==> config.mk <==
export PLATFORM = sky130hd
export DESIGN_NAME = tmbe_cell
export DESIGN_NICKNAME = d
export VERILOG_FILES = /design/src/hdl/tmbe_rmul.sv /design/src/hdl/tmbe_cell.sv
export SDC_FILE = /design/constraint.sdc
export NUM_CORES = 2
export LEC_CHECK = 0
export BUFFER_PORTS_ARGS = -buffer_cell sky130_fd_sc_hd__buf_2
export CORE_ASPECT_RATIO = 1.2
export CORE_UTILIZATION = 60
export CTS_CLUSTER_SIZE = 24
export DETAILED_ROUTE_END_ITERATION = 6
export GPL_TIMING_DRIVEN = 0
export PLACE_DENSITY = 0.88
export RECOVER_POWER = 25
export SYNTH_ARGS = -nofsm -noshare
export SYNTH_HDL_FRONTEND = slang
export SYNTH_SLANG_ARGS = --single-unit
==> constraint.sdc <==
create_clock -name clk -period 23.6 [get_ports clk]
set_clock_uncertainty 0.05 [all_clocks]
set_input_delay 5.9 -clock clk [delete_from_list [all_inputs] [get_ports clk]]
set_output_delay 5.9 -clock clk [all_outputs]
set_load 0.02 [all_outputs]
==> src/hdl/tmbe_rmul.sv <==
// Fixed-point multiply with round to nearest, ties away from zero.
// Operands and result are signed Q1.F with magnitude at most one. No dependencies.
`default_nettype none

module tmbe_rmul #(
  parameter int FRAC_BITS = 16
) (
  input  logic signed [FRAC_BITS+1:0] a,
  input  logic signed [FRAC_BITS+1:0] b,
  output logic signed [FRAC_BITS+1:0] p
);

  localparam int CW = FRAC_BITS + 2;
  localparam int MW = FRAC_BITS + 1;
  localparam int PW = 2 * MW;

  logic          neg;
  logic [MW-1:0] ma;
  logic [MW-1:0] mb;
  logic [PW-1:0] prod;
  logic [PW-1:0] rsum;
  logic [MW-1:0] rmag;

  // round on the magnitude, apply the sign afterwards
  always_comb begin
    neg  = a[CW-1] ^ b[CW-1];
    ma   = a[CW-1] ? MW'(-a) : MW'(a);
    mb   = b[CW-1] ? MW'(-b) : MW'(b);
    prod = PW'(ma) * PW'(mb);
    rsum = prod + (PW'(1) << (FRAC_BITS - 1));
    rmag = rsum[FRAC_BITS +: MW];
    p    = neg ? (CW'(0) - CW'(rmag)) : CW'(rmag);
  end

endmodule

`default_nettype wire

==> src/hdl/tmbe_cell.sv <==
// One cell of the power chain: forms the next power of x and y as a point passes.
// Holds the working powers and the copy the emitter reads. Uses tmbe_rmul.
`default_nettype none

module tmbe_cell #(
  parameter int FRAC_BITS = 16
) (
  input  logic                        clk,
  input  logic                        rst_n,
  input  logic                        tok_in,
  input  logic                        load,
  input  logic signed [FRAC_BITS+1:0] px_in,
  input  logic signed [FRAC_BITS+1:0] py_in,
  input  logic signed [FRAC_BITS+1:0] cx_in,
  input  logic signed [FRAC_BITS+1:0] cy_in,
  output logic                        tok_out,
  output logic signed [FRAC_BITS+1:0] px_out,
  output logic signed [FRAC_BITS+1:0] py_out,
  output logic signed [FRAC_BITS+1:0] cx_out,
  output logic signed [FRAC_BITS+1:0] cy_out,
  output logic signed [FRAC_BITS+1:0] ex_out,
  output logic signed [FRAC_BITS+1:0] ey_out
);

  logic                        tok_r;
  logic signed [FRAC_BITS+1:0] wx_r;
  logic signed [FRAC_BITS+1:0] wy_r;
  logic signed [FRAC_BITS+1:0] cx_r;
  logic signed [FRAC_BITS+1:0] cy_r;
  logic signed [FRAC_BITS+1:0] ex_r;
  logic signed [FRAC_BITS+1:0] ey_r;
  logic signed [FRAC_BITS+1:0] wx_nxt;
  logic signed [FRAC_BITS+1:0] wy_nxt;

  tmbe_rmul #(.FRAC_BITS(FRAC_BITS)) u_mul_x (.a(px_in), .b(cx_in), .p(wx_nxt));
  tmbe_rmul #(.FRAC_BITS(FRAC_BITS)) u_mul_y (.a(py_in), .b(cy_in), .p(wy_nxt));

  always_ff @(posedge clk) begin
    if (!rst_n) begin
      tok_r <= 1'b0;
    end else begin
      tok_r <= tok_in;
    end
  end

  // advance the wave; hold values until the next point passes
  always_ff @(posedge clk) begin
    if (tok_in) begin
      wx_r <= wx_nxt;
      wy_r <= wy_nxt;
      cx_r <= cx_in;
      cy_r <= cy_in;
    end
    if (load) begin
      ex_r <= wx_r;
      ey_r <= wy_r;
    end
  end

  assign tok_out = tok_r;
  assign px_out  = wx_r;
  assign py_out  = wy_r;
  assign cx_out  = cx_r;
  assign cy_out  = cy_r;
  assign ex_out  = ex_r;
  assign ey_out  = ey_r;

endmodule

`default_nettype wire

======== Word-level counts from Yosys, hierarchy flattened ========
Index checks and enable logic that the tools add are counted.
storage, ports and cells
  bits in registers ....................... 109
  latch bits .............................. 0
  memories ................................ 0
  RAM bits ................................ 0
  word-level logic and storage cells ...... 27
  output and inout port bits .............. 109
  ROM bits ................................ 0
  bits of input ports ..................... 76
operators by class
  reduce and logical (&&, ||, !) cells .... 0
  bitwise logic cells ..................... 2
  equal/unequal tests ..................... 0
  add/sub/neg operators ................... 8
  divide/modulo/power cells ............... 0
  shift-type cells ........................ 0
  order comparisons ....................... 0
  mux-type cells .......................... 6
  $mul .................................... 2
operators by type and width
  cell                                                                  count
  17-bit two-way mux                                                    6
  17-bit negator                                                        4
  33-bit by 16-bit adder with 33-bit output (second input constant)     2
  17-bit by 17-bit multiplier with 33-bit output                        2
  1-bit by 17-bit subtractor with 18-bit output (first input constant)  2
  1-bit bitwise XOR                                                     2

======== Longest topological paths before layout ========
  depth in word-level cells ............... 6
  depth in mapped cells ................... 33
  depth with buffers taken out ............ 31

======== Cells and area by module ========
From an unflattened synthesis, not the netlist that was laid out.
unflattened totals
  cell total of the unflattened synthesis .. 2652
  area total of the unflattened synthesis .. 24420.9 um2
modules (own cells, without submodules)
  module               instances  sequential area each (um2)  cells each  area each (um2)
  tmbe_rmul (u_mul_y)  1          0.0                         1270        10581.4
  tmbe_rmul (u_mul_x)  1          0.0                         1272        10570.1
  tmbe_cell            1          3263.1                      110         3269.4

======== Least setup slack after synthesis ========
Ideal clock, no wire load.
  kind .................................... input -> register
  from .................................... in py_in[0]
  to ...................................... reg wy_r[17], in the netlist py_out[17] (data pin)
  setup time .............................. 0.264 ns
  arrival ................................. 13.680 ns
  required time ........................... 23.286 ns
  stages on the path ...................... 27
  path buffers ............................ 2
  path slack .............................. 9.607 ns
  path through ............................ clkbuf_1 clkinv_1 ha_1 nand3b_1 or4_4 or4_4 o31ai_4 xnor2_1 nand2_1 fa_1 fa_1 inv_1 fa_1 fa_1 fa_1 inv_1 fa_1 inv_1 ha_1 clkbuf_1 nand4_1 or4_1 o2111ai_1 nand4_1 a221o_1 nand4b_1 o41a_1
between the ends
  longest elaborated chain between the ends .. 5
ends and longest elaborated chain
  element                                           line             RTL
  start, declared                                   tmbe_cell.sv:13  input logic signed [FRAC_BITS+1:0] py_in,
  17-bit negator                                    tmbe_rmul.sv:27  ma = a[CW-1] ? MW'(-a) : MW'(a);
  17-bit two-way mux *                              tmbe_rmul.sv:27
  17-bit by 17-bit multiplier with 33-bit output *  tmbe_rmul.sv:29  prod = PW'(ma) * PW'(mb);
  33-bit by 16-bit adder with 33-bit output *       tmbe_rmul.sv:30  rsum = prod + (PW'(1) << (FRAC_BITS - 1));
  1-bit by 17-bit subtractor with 18-bit output *   tmbe_rmul.sv:32  p = neg ? (CW'(0) - CW'(rmag)) : CW'(rmag);
  end signal, assigned                              tmbe_cell.sv:50  wy_r <= wy_nxt;
  end, declared                                     tmbe_cell.sv:27  logic signed [FRAC_BITS+1:0] wy_r;
Mark *: on every way between the ends. The rest lies on a longest branch, timed or not.
A chain may end at the register's enable or synchronous reset.

======== Worst setup path after layout ========
  from .................................... in cx_in[0]
  to ...................................... reg wx_r[16], in the netlist px_out[16] (data pin)
between the ends
  longest elaborated chain between the ends .. 6
ends and longest elaborated chain
  element                                           line             RTL
  start, declared                                   tmbe_cell.sv:14  input logic signed [FRAC_BITS+1:0] cx_in,
  17-bit negator                                    tmbe_rmul.sv:28  mb = b[CW-1] ? MW'(-b) : MW'(b);
  17-bit two-way mux *                              tmbe_rmul.sv:28
  17-bit by 17-bit multiplier with 33-bit output *  tmbe_rmul.sv:29
  33-bit by 16-bit adder with 33-bit output *       tmbe_rmul.sv:30
  1-bit by 17-bit subtractor with 18-bit output     tmbe_rmul.sv:32
  17-bit two-way mux *                              tmbe_rmul.sv:32
  net u_mul_x.p[16]                                 tmbe_rmul.sv:10  output logic signed [FRAC_BITS+1:0] p
  end signal, assigned                              tmbe_cell.sv:49  wx_r <= wx_nxt;
  end, declared                                     tmbe_cell.sv:26  logic signed [FRAC_BITS+1:0] wx_r;
Mark *: on every way through the listed nets, which the timed path passes. The rest lies on a longest branch.

==> results.cfg <==
[sta]
postLayoutSetupSlackWorst_ps = 7370
final.period_utilization_pct = 68.8
fin_setup_tns_ps = 0
post-route-min-period_ps = 16230
drv_slew = 0
slew_headroom_pct = 4.72
timing.final.setup_violations = 0
fmax_mhz = 61.6
final-hold-violation-count = 0
grt_setup_unrepaired = false
max_slew.worst_pin.slew_ps = 1420

[synth]
synth.ff_latch_count = 109
netlist_top_cells_count = inv_1 (544), fa_1 (446), nand2_1 (380)
synth_most_common_cell = inv_1
synth_largest_type_area_fraction_pct = 37.0
netlist.top_cell.by_area = fa_1
number_of_distinct_library_cells_after_synthesis = 76
post_synth_instance_area_um2 = 24100
post_synth.cell_area_avg_um2 = 9.20
ys_warn_count = 0
synth_seq_area_share_pct = 13.5
syn-num-nets = 3373
synth_edf_count = 108
synthTopCellsByArea = fa_1 (37%), edfxtp_1 (13%), ha_1 (12%)
synth_top_flop_cell = edfxtp_1
postSynth.asyncResetShare_pct = 0
post_synth_inst_count = 2621

[cells_and_area]
post-route-util_pct = 65.6
post_route_cells_drive_above_1_share_pct = 6.80
fillerInstances = 3206
fin_nets = 3569
area_growth_pct = 7.91
diodes = 0
layout.cell_area.non_filler_um2 = 26000

[clock_tree]
cts_num_sinks = 109
tritoncts.num_buffers = 9
clk_pin_slew_ps = 80
cts_root_buffer = clkbuf_16
cts_htree_levels = 3
worstSkewPairLatency_ps = 390
clock_tree.buffer_depth = 2
cts_hold_buffers = 0
cts_post_setup_buffers_inserted = 0
post_cts_resize_count = 0
cts_tree = built

[critical_path]
setup.worst_path.class = in -> reg
rrSetupSlack_ps = 22810
critical-path-slowest-cell = o31ai_1
crit_arrival_ps = 16260
required_ps = 23640
cpPeakStageDelay_ps = 610
reg2regPathDepth = 0
worst-path-max-fanout = 10
worst_path_most_repeated_cell = fa_1
critical_path.endpoint_type = register
setup.worst_path.start_class = input pin

[global_route]
global_route.usage.met2_pct = 63.9
pin_count_of_the_biggest_net_entering_global_routing = 55
grt_first_pass_wirelength_um = 114000
use_met3_pct = 7.06
grt_overflow_total = 0
first_global_vias = 21400
grt_antenna_before_repair = 0
globalRoute.busiestLayer = met2
met1_usage_pct = 39.7
groute.usage.overall_pct = 37.3

[drt]
drt-pass1-iter-count = 7
first_iter_violations = 1379
vias_per_cell = 5.90
wl_per_cell_um = 21.6
drcViolationCount = 1
vias = 19800
detail-route-antenna-nets = 0
postRouteWirelength_um = 72500

[die]
die_h_um = 222
top_level_ports = 185
placement_rows = 80
design.die.area_um2 = 41000
die-width_um = 185
core_area_um2 = 39600
initial_util_pct = 60.8

[outcome]
failed_checks = design-rule violations
outcome = complete, but fails checks

[placed_design]
post-place-ws_ps = 7330
routabilityCongestion = 1.01
dp_hpwl_um = 60200
placedInstanceArea_um2 = 25700
buffer_ports.inserted = 183

[flow_run]
cap_violations = 0

[hold_path]
worst_hold_path_type = reg -> reg
whs_path_depth = 0
## metal layers
metal  share of wire, %  up-vias
met4                9.9        0
met5                  0        -
li1                   -     8543
met1                 33     9684
met2                 50     1140
met3                7.2      411
## critical path: cells and delay by family
family / cells / cell delay (ps)
adders and majority gates: 8 / 3590
buffers and inverters: 8 / 2050
xor gates and xnor gates: 3 / 1270
and+or+nand+nor: 5 / 900
AOI/OAI and AO/OA: 7 / 2530
## area by class of cell
type	count	area (µm²)	area share [%]
Timing Repair Buffer	185	905	3.48
Clock inverter	7	103	0.394
Tap cell	533	667	2.56
Clock buffer	9	225	0.866
Sequential cell	109	3260	12.5
Inverter	546	2050	7.88
Multi-Input combinational cell	1915	18600	71.5
Buffer	51	195	0.750
## flip-flops by register name, indices dropped and copies added, names as in the netlist
name     count
cx_out      18
cy_out      18
ex_out      18
ey_out      18
px_out      18
py_out      18
tok_out      1
## path summary, 6_finish.rpt
check / to / startpoint
min reg2reg: ex_out[12]$_DFFE_PP_ / px_out[12]$_DFFE_PP_
max: px_out[16]$_DFFE_PP_ / cx_in[0]
max reg2reg: ey_out[4]$_DFFE_PP_ / py_out[4]$_DFFE_PP_
min: ex_out[12]$_DFFE_PP_ / px_out[12]$_DFFE_PP_
## cells by family after synthesis
kind of cell | Yosys count | share of synthesized area, %
AOI/OAI and AO/OA | 242 | 6.79
xor gates and xnor gates | 183 | 6.82
adders and majority gates | 676 | 49.0
buffers and inverters | 597 | 9.31
DFF | 109 | 13.5
muxes | 4 | 0.166
and+or+nand+nor | 810 | 14.4
## layout by cell type, fill, tap and decap left out, types with 17 or more instances in the layout
| cell type | Yosys | final |
|---|---|---|
| inv_1 | 544 | 544 |
| fa_1 | 446 | 446 |
| nand2_1 | 380 | 380 |
| nor2_1 | 271 | 271 |
| ha_1 | 230 | 230 |
| buf_2 | 3 | 149 |
| edfxtp_1 | 108 | 108 |
| xnor2_1 | 94 | 94 |
| xor2_1 | 85 | 84 |
| clkbuf_1 | 44 | 81 |
| a21oi_1 | 62 | 62 |
| o21ai_0 | 49 | 48 |
| and2_1 | 45 | 45 |
| o31ai_1 | 25 | 25 |
| o21a_1 | 18 | 18 |
| nor3_1 | 17 | 17 |
## metrics by stage
step / instances / hold WS (ps)
after detailed placement: 3338 / 381
final: 3355 / 395
after CTS: 3354 / 397
after global routing: 3355 / 415
after global placement: 3337 / 383
after floorplan: 2621 / 539
Power is not shown: default switching activity piles up to over one toggle a cycle in this logic, so the estimate is an artifact.
