<file path="config.mk">
export PLATFORM = sky130hd
export DESIGN_NAME = tmbe_emit
export DESIGN_NICKNAME = d
export VERILOG_FILES = /design/src/hdl/tmbe_pkg.sv /design/src/hdl/tmbe_rmul.sv /design/src/hdl/tmbe_emit.sv
export SDC_FILE = /design/constraint.sdc
export NUM_CORES = 2
export LEC_CHECK = 0
export ABC_AREA = 1
export BUFFER_PORTS_ARGS = -buffer_cell sky130_fd_sc_hd__buf_2
export CAP_MARGIN = 10
export CORE_UTILIZATION = 30
export CTS_CLUSTER_DIAMETER = 200
export CTS_CLUSTER_SIZE = 20
export DETAILED_ROUTE_END_ITERATION = 8
export PLACE_DENSITY = 0.56
export RECOVER_POWER = 50
export SLEW_MARGIN = 20
export SYNTH_ARGS = -nofsm -noshare
export SYNTH_HDL_FRONTEND = slang
export SYNTH_HIERARCHICAL = 1
export SYNTH_SLANG_ARGS = --single-unit
</file>
<file path="constraint.sdc">
create_clock -name clk -period 13.6 [get_ports clk]
set_input_delay 3.4 -clock clk [delete_from_list [all_inputs] [get_ports clk]]
set_output_delay 3.4 -clock clk [all_outputs]
set_load 0.005 [all_outputs]
</file>
<file path="src/hdl/tmbe_pkg.sv">
// Shared constants for the triangle monomial basis evaluator.
// No dependencies; used by the top level and the term emitter.
`default_nettype none

package tmbe_pkg;

  // Parameter defaults
  localparam int MAX_ORDER_DEF = 8;
  localparam int FRAC_BITS_DEF = 16;

  // Fixed field widths
  localparam int IDX_W = 6;
  localparam int CFG_W = 4;

  // Order register after reset
  localparam logic [CFG_W-1:0] ORDER_RST = 4'd1;

endpackage

`default_nettype wire

</file>
<file path="src/hdl/tmbe_rmul.sv">
// Fixed-point multiply with round to nearest, ties away from zero.
// Operands and result are signed Q1.F with magnitude at most one. No dependencies.
`default_nettype none

module tmbe_rmul #(
  parameter int FRAC_BITS = 16
) (
  input  logic signed [FRAC_BITS+1:0] a,
  input  logic signed [FRAC_BITS+1:0] b,
  output logic signed [FRAC_BITS+1:0] p
);

  localparam int CW = FRAC_BITS + 2;
  localparam int MW = FRAC_BITS + 1;
  localparam int PW = 2 * MW;

  logic          neg;
  logic [MW-1:0] ma;
  logic [MW-1:0] mb;
  logic [PW-1:0] prod;
  logic [PW-1:0] rsum;
  logic [MW-1:0] rmag;

  // round on the magnitude, apply the sign afterwards
  always_comb begin
    neg  = a[CW-1] ^ b[CW-1];
    ma   = a[CW-1] ? MW'(-a) : MW'(a);
    mb   = b[CW-1] ? MW'(-b) : MW'(b);
    prod = PW'(ma) * PW'(mb);
    rsum = prod + (PW'(1) << (FRAC_BITS - 1));
    rmag = rsum[FRAC_BITS +: MW];
    p    = neg ? (CW'(0) - CW'(rmag)) : CW'(rmag);
  end

endmodule

`default_nettype wire

</file>
<file path="src/hdl/tmbe_emit.sv">
// Term sequencer and result pipeline: walks (degree, i), forms value and gradients.
// Reads the power bank held in the chain cells. Uses tmbe_pkg and tmbe_rmul.
`default_nettype none

module tmbe_emit #(
  parameter int MAX_ORDER = tmbe_pkg::MAX_ORDER_DEF,
  parameter int FRAC_BITS = tmbe_pkg::FRAC_BITS_DEF
) (
  input  logic                                 clk,
  input  logic                                 rst_n,
  input  logic                                 pend,
  output logic                                 take,
  input  logic [$clog2(MAX_ORDER+1)-1:0]       ord_in,
  input  logic signed [FRAC_BITS+1:0]          bank_x [MAX_ORDER+1],
  input  logic signed [FRAC_BITS+1:0]          bank_y [MAX_ORDER+1],
  output logic                                 out_valid,
  output logic [tmbe_pkg::IDX_W-1:0]           out_basis_index,
  output logic signed [FRAC_BITS+1:0]          out_basis_value,
  output logic signed [FRAC_BITS+4:0]          out_grad_x,
  output logic signed [FRAC_BITS+4:0]          out_grad_y,
  output logic                                 out_last_basis
);

  localparam int CTW = $clog2(MAX_ORDER + 1);
  localparam int CW  = FRAC_BITS + 2;
  localparam int GW  = FRAC_BITS + 5;
  localparam int IW  = tmbe_pkg::IDX_W;

  // sequencer
  logic           act_r, act_nxt;
  logic [CTW-1:0] d_r, d_nxt;
  logic [CTW-1:0] i_r, i_nxt;
  logic [CTW-1:0] ord_r, ord_nxt;
  logic [IW-1:0]  idx_r, idx_nxt;
  logic [CTW-1:0] j_cur;
  logic           last_cur;
  logic signed [CW-1:0] x_sel;
  logic signed [CW-1:0] y_sel;

  // stage 1: selected powers
  logic                 v1_r;
  logic [CTW-1:0]       i1_r, j1_r;
  logic [IW-1:0]        idx1_r;
  logic                 last1_r;
  logic signed [CW-1:0] x1_r, y1_r, xp1_r;

  // stage 2: rounded products
  logic                 v2_r;
  logic [CTW-1:0]       i2_r, j2_r;
  logic [IW-1:0]        idx2_r;
  logic                 last2_r;
  logic signed [CW-1:0] val_nxt, rgx_nxt, rgy_nxt;
  logic signed [CW-1:0] val2_r, rgx2_r, rgy2_r;

  // output stage
  logic                 ov_r;
  logic [IW-1:0]        oidx_r;
  logic signed [CW-1:0] oval_r;
  logic signed [GW-1:0] ogx_r, ogy_r;
  logic                 olast_r;
  logic signed [GW-1:0] gx_nxt, gy_nxt;

  always_comb begin
    j_cur    = d_r - i_r;
    last_cur = act_r && (d_r == ord_r) && (i_r == d_r);
    take     = pend && (!act_r || last_cur);
    x_sel    = bank_x[i_r];
    y_sel    = bank_y[j_cur];

    act_nxt = act_r;
    d_nxt   = d_r;
    i_nxt   = i_r;
    ord_nxt = ord_r;
    idx_nxt = idx_r;
    if (take) begin
      act_nxt = 1'b1;
      d_nxt   = '0;
      i_nxt   = '0;
      idx_nxt = '0;
      ord_nxt = ord_in;
    end else if (act_r) begin
      idx_nxt = idx_r + IW'(1);
      if (last_cur) begin
        act_nxt = 1'b0;
      end else if (i_r == d_r) begin
        d_nxt = d_r + CTW'(1);
        i_nxt = '0;
      end else begin
        i_nxt = i_r + CTW'(1);
      end
    end
  end

  always_ff @(posedge clk) begin
    if (!rst_n) begin
      act_r <= 1'b0;
      d_r   <= '0;
      i_r   <= '0;
      ord_r <= '0;
      idx_r <= '0;
      v1_r  <= 1'b0;
      v2_r  <= 1'b0;
      ov_r  <= 1'b0;
    end else begin
      act_r <= act_nxt;
      d_r   <= d_nxt;
      i_r   <= i_nxt;
      ord_r <= ord_nxt;
      idx_r <= idx_nxt;
      v1_r  <= act_r;
      v2_r  <= v1_r;
      ov_r  <= v2_r;
    end
  end

  // Terms of one point issue without gaps, so the previous x power is the
  // last one captured, and the y power one step lower is the one now selected.
  tmbe_rmul #(.FRAC_BITS(FRAC_BITS)) u_mul_v (.a(x1_r),  .b(y1_r),  .p(val_nxt));
  tmbe_rmul #(.FRAC_BITS(FRAC_BITS)) u_mul_x (.a(xp1_r), .b(y1_r),  .p(rgx_nxt));
  tmbe_rmul #(.FRAC_BITS(FRAC_BITS)) u_mul_y (.a(x1_r),  .b(y_sel), .p(rgy_nxt));

  always_comb begin
    gx_nxt = '0;
    gy_nxt = '0;
    if (i2_r != '0) begin
      gx_nxt = GW'(rgx2_r) * GW'($signed({1'b0, i2_r}));
    end
    if (j2_r != '0) begin
      gy_nxt = GW'(rgy2_r) * GW'($signed({1'b0, j2_r}));
    end
  end

  always_ff @(posedge clk) begin
    if (act_r) begin
      i1_r    <= i_r;
      j1_r    <= j_cur;
      idx1_r  <= idx_r;
      last1_r <= last_cur;
      x1_r    <= x_sel;
      y1_r    <= y_sel;
      xp1_r   <= x1_r;
    end
    i2_r    <= i1_r;
    j2_r    <= j1_r;
    idx2_r  <= idx1_r;
    last2_r <= last1_r;
    val2_r  <= val_nxt;
    rgx2_r  <= rgx_nxt;
    rgy2_r  <= rgy_nxt;
    oidx_r  <= idx2_r;
    oval_r  <= val2_r;
    ogx_r   <= gx_nxt;
    ogy_r   <= gy_nxt;
    olast_r <= last2_r;
  end

  assign out_valid       = ov_r;
  assign out_basis_index = oidx_r;
  assign out_basis_value = oval_r;
  assign out_grad_x      = ogx_r;
  assign out_grad_y      = ogy_r;
  assign out_last_basis  = olast_r & ov_r;

endmodule

`default_nettype wire

</file>
# == After elaboration in Yosys (flattened, before gate mapping) ==
# Index checks and enable logic that the tools add are counted.
# W data, S select, Z words.
# word_totals
ff_bits,227
output_inout_bits,69
# classes
n_addsub,14
multipliers,5
order_cmp,2
n_eq_ne,2
n_mux,17
bitwise_logic,8
n_reduce_logical,10
# op_table
op,n
$bmux W18 S4,2
$mux W17,7
$add A33 B16 Y33 const B,3
$mul A17 B17 Y33,3
$mux W18,4
$neg A17 Y17,4
$sub A1 B17 Y18 const A,3
$mul A18 B5 Y21,2
$ge A5 B5 Y1 const B,2
$not A4 Y5,2
$add A4 B1 Y4 const B,2
$eq A4 B4 Y1,2
$reduce_bool A4 Y1,2
$add A6 B1 Y6 const B,1
$mux W4,1
$sub A4 B4 Y4,1
$logic_and A1 B1 Y1,3
$mux W1,3
$reduce_and A3 Y1,1
$xor A1 B1 Y1,3
$not A1 Y1,2
$reduce_and A2 Y1,1
$reduce_or A2 Y1,1
$and A1 B1 Y1,1
2 further kinds,2

# == Logic depth before layout (Yosys ltp) ==
# depth
ltp_word,11
depth_mapped,56

# == By module ==
# Netlist, hierarchy kept.
# modules_own_cells
mod,instances,cells_each,area_per_inst_um2,seq_area_each_um2
tmbe_emit,1,2021,14801.7,5235.0
tmbe_rmul at u_mul_y,1,1638,11524.8,0.0
tmbe_rmul at u_mul_v,1,1630,11340.9,0.0
tmbe_rmul at u_mul_x,1,1624,11304.6,0.0

# == Worst setup path before layout ==
# No wires, ideal clock.
# synth_timing
path_type,input port to flip-flop
from,input port bank_y[54] (netlist name)
to,register rgy2_r[14]
t_arrival_ns,10.627
required_ns,13.487
path_slack_ns,2.860
cell_stages,43
n_path_buf,2
cell_sequence,nor2_1 -> nor2_1 -> o21ai_0 -> o21ai_0 -> nand2_1 -> o21ai_0 -> nand2_1 -> o21ai_1 -> inv_1 -> clkbuf_1 -> ha_1 -> inv_2 -> nor3_2 -> nand3_2 -> nor2_4 -> inv_2 -> o21ai_1 -> xor2_1 -> [7 not listed] -> inv_1 -> fa_1 -> fa_1 -> fa_1 -> ha_1 -> nand2_1 -> inv_1 -> a21oi_1 -> nand2_1 -> inv_2 -> nand2_4 -> xor2_4 -> ha_1 -> nand3_2 -> o21ai_4 -> nand3_1 -> nand2_1 -> nand2_1
# synth_via
elab_chain_len,9
# synth_rtl
element,line,source
from (decl),tmbe_emit.sv:15,"input logic signed [FRAC_BITS+1:0] bank_y [MAX_ORDER+1],"
$bmux W18 S4 (*),tmbe_emit.sv:68,y_sel = bank_y[j_cur];
$mux W18 (implied by the code) (*) (2 in series),tmbe_emit.sv:68,
named net y_sel[0],tmbe_emit.sv:38,logic signed [CW-1:0] y_sel;
$neg A17 Y17,tmbe_rmul.sv:28,mb = b[CW-1] ? MW'(-b) : MW'(b);
$mux W17 (*),tmbe_rmul.sv:28,
$mul A17 B17 Y33 (*),tmbe_rmul.sv:29,prod = PW'(ma) * PW'(mb);
$add A33 B16 Y33 (*),tmbe_rmul.sv:30,rsum = prod + (PW'(1) << (FRAC_BITS - 1));
$sub A1 B17 Y18,tmbe_rmul.sv:32,p = neg ? (CW'(0) - CW'(rmag)) : CW'(rmag);
$mux W17 (*),tmbe_rmul.sv:32,
named net rgy_nxt[14],tmbe_emit.sv:52,"logic signed [CW-1:0] val_nxt, rgx_nxt, rgy_nxt;"
to (signal assigned),tmbe_emit.sv:149,rgy2_r <= rgy_nxt;
to (decl),tmbe_emit.sv:53,"logic signed [CW-1:0] val2_r, rgx2_r, rgy2_r;"
# The timed path passes the listed nets; every way through them passes the cells marked *. The select of a mux whose other input is x is not followed.
# A chain may end at the register's enable or synchronous reset.

# == Worst setup path after layout ==
# layout_timing
from,register d_r[0]
to,register rgy2_r[10]
# layout_via
elab_chain_len,11
elab_cells_between_ends,12
cone_classes,4 x add/sub; 1 x mul; 5 x mux; 2 x bitwise
# layout_rtl
element,line,source
from (decl),tmbe_emit.sv:31,"logic [CTW-1:0] d_r, d_nxt;"
from (signal assigned),tmbe_emit.sv:106,d_r <= d_nxt;
$sub A4 B4 Y4 (*),tmbe_emit.sv:64,j_cur = d_r - i_r;
$not A4 Y5 (implied by the code) (*),tmbe_emit.sv:68,
$bmux W18 S4 (*),tmbe_emit.sv:68,
$mux W18 (implied by the code) (*) (2 in series),tmbe_emit.sv:68,
named net y_sel[0],tmbe_emit.sv:38,
$neg A17 Y17,tmbe_rmul.sv:28,
$mux W17 (*),tmbe_rmul.sv:28,
$mul A17 B17 Y33 (*),tmbe_rmul.sv:29,
$add A33 B16 Y33 (*),tmbe_rmul.sv:30,
$sub A1 B17 Y18,tmbe_rmul.sv:32,
$mux W17 (*),tmbe_rmul.sv:32,
named net rgy_nxt[10],tmbe_emit.sv:52,
# Marks and branches as above.

==> out/metrics.yaml <==
run_status:
  status: "finished, violations left"
  violations: "capacitance limit, slew limit"
sta:
  rsz0062_at_grt: "no"
  fin_crit_sh_pct: 87.6
  hold_viol_final: 0
  setup_violations: 0
  clock.fmax_ghz: 0.0839
  min_period_ns: 11.92
  maxSlewHeadroom_pct: -123
  setup_tns_ns: 0
  tightest_slew_ns: 3.34
  skew_ns: 0.0502
  slew_violations: 288
setup_path:
  cpMaxStageDelayCell: "clkbuf_1"
  r2r_slack_ns: 1.68
  rr_startpoint: "d_r[0]"
  cp_slowest_stage_delay_ns: 1.47
  worst-path-buf-inv: 13
  critPathArrivalTime_ns: 12.38
  ff2ff_path_depth: 43
  criticalPathCategory: "reg2reg"
  r2r-end: "rgy2_r[10]"
  crit_family: "adder cells"
  worstPathMaxFanout: 42
  worst_path_most_repeated_cell: "inv_1"
  end_kind: "flop"
  required_ns: 14.07
  startpoint_type: "flop"
placed_design:
  dp.cells: 9339
  dp_hpwl_um: 135000
  place_area_um2: 53300
  io_buffer_count: 399
  place_congestion: 0.950
clocking:
  cts_hold_buf: 0
  cts_inserted_buffers: 17
  cts_root_buffer: "clkbuf_16"
  htree_levels: 1
  clock_latency_ns: 0.58
  cts_resized: 0
  clkSinkCount: 227
  tritoncts: "yes"
  cts.clk_slew.worst_paths_ns: 0.09
  post-cts-setup-buffers: 0
  clockBufferDepth: 3
grt:
  grt_overflow: 0
  grt_pass1_vias: 45300
  grt_first_pass_wirelength_um: 255000
  antenna_found_initial: 9
  grt_max_degree: 77
  grtUsageTotal_pct: 19.9
synth:
  synth_cells: 6913
  avgSynthCellArea_um2: 7.08
  synth_top_area_cell: "fa_1"
  async_reset_ff_share_pct: 0
  ys_seq_elements: 227
  synth_flop_cell: "dfxtp_1"
  synth_top_area_share_pct: 30.2
  syn-num-nets: 8411
  synth_seq_area_share_pct: 10.7
  synth_edf_count: 69
  synth_area_leaders: "fa_1 30%, nand2_1 13%, inv_1 13%"
  synth_cell_types: 64
  ys_warn_count: 6
  syn-cell-area_um2: 49000
die:
  die_area_um2: 165000
  fp.dieH_um: 406
  rows: 147
  start_util_pct: 30.4
  io_pins: 400
  core_area_um2: 161000
  die_w_um: 406
final_layout:
  fin_nets: 8696
  drive_gt1_share_pct: 8.91
  seqCellArea_um2: 5240
  final_cells: 9373
  multi_input_area_um2: 36500
  utilization_pct: 33.3
  syn2layout_area_growth_pct: 9.83
  fin_area_um2: 53800
  n_fill_cell: 17700
worst_hold_path:
  hold_path.class: "reg2reg"
  hold_end: "out_basis_value[5]"
  min_path_cells: 0
  min_from: "val2_r[5]"
drt:
  routed-via-count: 43500
  via_per_inst: 4.64
  antenna_left: 0
  routedWlPerCell_um: 17.3
  totalWireLength_um: 162000
  drt-pass1-iter-count: 6
  drtIter0Drc: 2566
  drc_errors: 0
job:
  drv_cap: 8
-- sequential cells by signal, indices dropped and copies added (netlist names), 6 cells and up --
register         cells
xp1_r               18
out_grad_y          21
val2_r              18
y1_r                18
rgy2_r              18
out_basis_index      6
rgx2_r              18
idx_r                6
x1_r                18
out_basis_value     18
idx2_r               6
idx1_r               6
out_grad_x          21
-- routing by layer --
| metal | share of wire [%] | GRT usage, % |
|---|---|---|
| met1 | 43 | 25.4 |
| met2 | 48 | 34.9 |
| met3 | 6.3 | 2.91 |
| met4 | 2.4 | 4.97 |
| met5 | 0.015 | 0 |
-- layout by cell type, fill, tap and decap left out, types with 31 or more instances in the layout --
master,n
buf_2,398
a21oi_1,137
o21ai_1,50
xor2_1,68
nor2_1,822
inv_1,1670
o21ai_0,287
buf_4,49
nor3_1,32
nand3_1,222
ha_1,428
fa_1,737
dfxtp_1,158
edfxtp_1,69
nand2_1,1693
nand2_2,31
-- Yosys cell counts (9+ instances only) --
cell / n
nand2_1: 1689
inv_1: 1671
nor2_1: 821
fa_1: 738
ha_1: 429
o21ai_0: 287
nand3_1: 222
dfxtp_1: 158
a21oi_1: 137
clkbuf_1: 119
xor2_1: 74
edfxtp_1: 69
o21ai_1: 50
buf_2: 42
nand2_2: 32
nor3_1: 32
nand4_1: 29
nor2_2: 29
o221ai_1: 27
or2_2: 20
xnor2_1: 20
o21bai_1: 19
inv_2: 17
nand3_2: 16
nor4_1: 14
o211ai_1: 14
nand3b_1: 13
buf_1: 11
clkinv_1: 10
nand2_4: 9
-- cell type report --
cell class	count	share of cell area [%]
Multi-Input combinational cell	4797	67.9
Clock inverter	5	0.137
Sequential cell	227	9.73
Timing Repair Buffer	454	4.44
Antenna cell	6	0.0279
Clock buffer	23	0.833
Inverter	1701	11.9
Tap cell	2160	5.02
-- stage by stage --
step / setup slack (ns) / hold WS (ns)
global placement: 1.50 / 0.317
global route: 0.882 / 0.335
floorplan: 2.86 / 0.310
finish: 1.68 / 0.327
detailed placement: 1.42 / 0.313
CTS: 1.90 / 0.330
-- kinds of logic (layout without fill, tap and decap cells) --
| group | Yosys count | after routing | synth area share, % |
|---|---|---|---|
| xor gates and xnor gates | 106 | 106 | 2.15 |
| other | 0 | 6 | 0 |
| AOI/OAI and AO/OA | 564 | 564 | 6.38 |
| and+or+nand+nor | 2959 | 2959 | 24.8 |
| DFF | 227 | 227 | 10.7 |
| buffers and inverters | 1889 | 2183 | 14.8 |
| adders and majority gates | 1167 | 1167 | 41.1 |
| muxes | 1 | 1 | 0.0204 |
-- how the worst max path moves through the flow --
stage	endpoint	cells past startpoint	slack [ns]	from
finish	rgy2_r[10]	43	1.68	d_r[0]
floorplan	rgy2_r[14]	43	2.86	bank_y[54]
CTS	rgy2_r[10]	43	1.90	i_r[1]
global route	rgy2_r[10]	43	0.88	d_r[0]
detailed placement	rgy2_r[10]	41	1.42	bank_y[126]
global placement	rgy2_r[16]	43	1.50	bank_y[126]
Power is left out: the tool's default activity adds up to more than one toggle a clock period on the data nets, which glitch-free logic cannot reach.
